**config.mk**
```make
export PLATFORM = sky130hd
export DESIGN_NAME = bpa_head_file
export DESIGN_NICKNAME = d
export VERILOG_FILES = /design/src/rtl/core/bpa_head_file.sv
export SDC_FILE = /design/constraint.sdc
export NUM_CORES = 1
export LEC_CHECK = 0
export BUFFER_PORTS_ARGS = -buffer_cell sky130_fd_sc_hd__buf_2
export CORE_ASPECT_RATIO = 1.2
export CORE_MARGIN = 4
export CORE_UTILIZATION = 55
export CTS_CLUSTER_SIZE = 24
export DETAILED_ROUTE_END_ITERATION = 6
export GPL_TIMING_DRIVEN = 0
export PLACE_DENSITY_LB_ADDON = 0.25
export SYNTH_ARGS = -nofsm -noshare
export SYNTH_HDL_FRONTEND = slang
export SYNTH_SLANG_ARGS = --single-unit
```
**constraint.sdc**
```tcl
create_clock -name clk -period 4.08 [get_ports clk]
set_input_delay 0.408 -clock clk [delete_from_list [all_inputs] [get_ports clk]]
set_output_delay 0.408 -clock clk [all_outputs]
set_load 0.02 [all_outputs]
```
**src/rtl/core/bpa_head_file.sv**
```systemverilog
`default_nettype none

module bpa_head_file #(
    parameter int PAGE_COUNT = 4096,
    parameter int TOP_ORDER  = 11,
    parameter int LW         = 13,
    parameter int IW         = 4
) (
    input  wire logic          clk,
    input  wire logic          rst_n,
    input  wire logic [IW-1:0] rd_idx,
    output logic      [LW-1:0] rd_data,
    input  wire logic          we,
    input  wire logic [IW-1:0] wr_idx,
    input  wire logic [LW-1:0] wr_data
);

    logic [LW-1:0] head_reg [TOP_ORDER+1];

    always_ff @(posedge clk or negedge rst_n)
    begin
        if (!rst_n)
        begin
            for (int i = 0; i <= TOP_ORDER; i++)
            begin
                head_reg[i] <= (i == TOP_ORDER) ? LW'(0) : LW'(PAGE_COUNT);
            end
        end
        else if (we)
        begin
            head_reg[wr_idx] <= wr_data;
        end
    end

    assign rd_data = head_reg[rd_idx];

endmodule

`default_nettype wire
```
==> flow_metrics.tcl <==
set metrics [dict create \
    critical_path_buf_inv_count 3 \
    finalPower_mw 4.40 \
    die_h_um 133 \
    endpoint_kind "output pin" \
    synthCells 483 \
    crit_type "input pin to output pin" \
    slowest_delay_ns 0.63 \
    synthXorXnorAreaFrac_pct 0 \
    crit_required_ns 3.67 \
    cts_hold_buf 0 \
    fin_crit_ns 2.74 \
    maxSlewViolCount 0 \
    synth-simple-area-share_pct 3.24 \
    setup_slack_ns 1.34 \
    cts_made_buffers 17 \
    cp-start-kind "input pin" \
    status "completed" \
    syn_nets 507 \
    fin_skew_ns 0 \
    rsz0062_at_grt "false" \
    core_area_sq_mm 0.0127 \
    path_clk_slew_ns 0.06 \
    clock-sinks 156 \
    overflow 0 \
    largest_reg_flops 156 \
    async_flop_share_pct 100 \
    cts_tree "done" \
    yosysWarnings 0 \
    worstReg2RegStart "head_reg[118]" \
    post_cts_buffers 0 \
    irDropWorstVdd_v 0.000383 \
    slew_headroom_pct 45.6 \
    worstMarginPinSlew_ns 0.817 \
    clock_power_share_pct 33.8 \
    synth-main-ff-cell "dfrtp_1" \
    min_period_over_period_pct 67.1 \
    antenna_cells 0 \
    synth_top_area_cell "dfrtp_1" \
    grtUsageTotal_pct 21.7 \
    fp.dieArea_sq_mm 0.0149 \
    post-place-ws_ns 1.37 \
    crit_path_cell_trace "buf_2 -> clkbuf_1 -> mux4_2 -> nor2_1 -> o31ai_1 -> buf_2" \
    p_sw_share_pct 25.7 \
    drive_above_1_share_pct 55.1 \
    grt_pass1_wl_um 25200 \
    synth_top_family_by_area "multiplexers" \
    slowest_stage "clkbuf_1" \
    syn_area_per_cell_sq_um 14.8 \
    setup_violations 0 \
    seq_area_frac_synth_pct 54.8 \
    hold_path.class "input pin to async pin" \
    setup_tns_ns 0 \
    p_leak_nw 3.48 \
    p_per_area_mw_per_mm2 542 \
    yosysMostFrequentCell "mux2_2" \
    fin_nets 559 \
    area_delta_synth_final_pct 13.5 \
    critical_path_arrival_ns 2.33 \
    cts_root_buf "clkbuf_16" \
    p_int_mw 3.27 \
    ys_seq_elements 156 \
    antenna_found_initial 0 \
    grt_max_degree 90 \
    path_delay_family "buffers and inverters" \
    path_common_cell "buf_2" \
    netlist_top_cells_area "dfrtp_1 51%, mux2_2 29%, mux4_2 8.2%" \
    start_util_pct 56.5 \
    finalHoldViolations 0 \
    switching_power_mw 1.13 \
    clock_latency_ns 0.41 \
    synth_compound_area_share_pct 2.50 \
    first_iter_violations 176 \
    synth_top_area_share_pct 50.7 \
    holdWs_ns 0.0801 \
    rows 45 \
    cp_max_fo 10 \
    drc 0 \
    clk_path_buf_depth 2 \
    crit_start "rd_idx[1]" \
    wl_um 15100 \
    seqPwrFrac_pct 47.9 \
    gp_congestion 0.752 \
    first_pass_iters 4 \
    vias 4243 \
    top_level_ports 37 \
    post_drt_wl_per_cell_um 21.2 \
    fmax_ghz 0.365 \
    p_comb_share_pct 18.2 \
    ant_nets 0 \
    yosysUniqueCellTypes 22 \
    synth_area_sq_mm 0.00715 \
    nFillCells 946 \
    synthAdderAreaFrac_pct 0 \
    synthMuxAreaShare_pct 36.8 \
    drv_cap 0 \
    grt_pass1_vias 4745 \
    io_buffer_count 32 \
    synth_common_cells "182 x mux2_2, 145 x dfrtp_1, 26 x mux4_2" \
    synth_edf_count 0 \
    dp_hpwl_um 10300 \
    avgViaCountPerCell 5.96 \
    fp.dieW_um 112 \
    htree_num_levels 4 \
    ctsResizeCount 0 \
]
## power groups by stage
stage	combinational [mW]	sequential [mW]	clock, mW
3_3_place_gp	0.764	2.09	0
2_1_floorplan	0.625	2.06	0
5_1_grt	0.877	2.15	1.59
6_report	0.802	2.11	1.49
3_5_place_dp	0.803	2.13	0
4_1_cts	0.812	2.10	1.51
## per-layer routing
layer	part of all wire, %	GRT usage, %	wire length (um)	vias to the layer above
li1	-	-	-	1880
met1	43	28.5	6500	2256
met2	52	36.2	7870	74
met3	2.5	3.89	379	33
met4	2.3	8.35	342	0
met5	0	0	0	-
## final cells by class
cell class / count / area [sq um] / share of cell area (%)
clock inverters: 12 / 118 / 1.45
well taps: 164 / 205 / 2.53
clock buffers: 20 / 447 / 5.50
multi-input cells: 283 / 3050 / 37.5
repair buffers: 33 / 194 / 2.39
flip-flops and latches: 156 / 3920 / 48.3
plain buffers: 43 / 185 / 2.28
inverters: 1 / 3.75 / 0.0463
## worst paths after layout
path	endpoint	slack [ns]	depth (start not counted)
min in group clk	head_reg[3]	0.25	2
max in group asynchronous	head_reg[132]	3.20	2
setup reg to reg	head_reg[118]	3.29	1
hold reg to reg	head_reg[125]	0.50	1
setup / recovery	rd_data[5]	1.34	6
hold / removal	head_reg[52]	0.08	1
## layout by cell type, fill, tap and decap left out, drive strengths merged
cell | netlist | routed
nor2 | 17 | 17
inv | 1 | 2
mux2 | 182 | 182
nand3 | 1 | 1
or3 | 1 | 1
nand2b | 2 | 2
nor2b | 1 | 1
nand3b | 3 | 3
nor3 | 4 | 4
dfstp | 11 | 11
mux4 | 26 | 26
clkinvlp | 0 | 4
bufinv | 0 | 1
buf | 21 | 54
clkinv | 0 | 6
nand2 | 16 | 16
nand4b | 1 | 1
or2 | 1 | 1
nor3b | 1 | 1
dfrtp | 145 | 145
nor4 | 1 | 1
clkbuf | 22 | 42
o31ai | 13 | 13
o22ai | 13 | 13
## logic make-up after synthesis
family / Yosys count
buffers and inverters: 44
AND/OR/NAND/NOR: 49
AO/OA/AOI/OAI: 26
multiplexers: 208
flip-flops: 156
## per-stage QoR
step | utilization, % | cells | cell area [sq um]
4_1_cts | 64.1 | 712 | 8120
6_report | 64.1 | 712 | 8120
5_1_grt | 64.1 | 712 | 8120
3_3_place_gp | 59.3 | 679 | 7520
2_1_floorplan | - | 483 | 7150
3_5_place_dp | 59.6 | 680 | 7550
(Power assumes the default switching activity.)
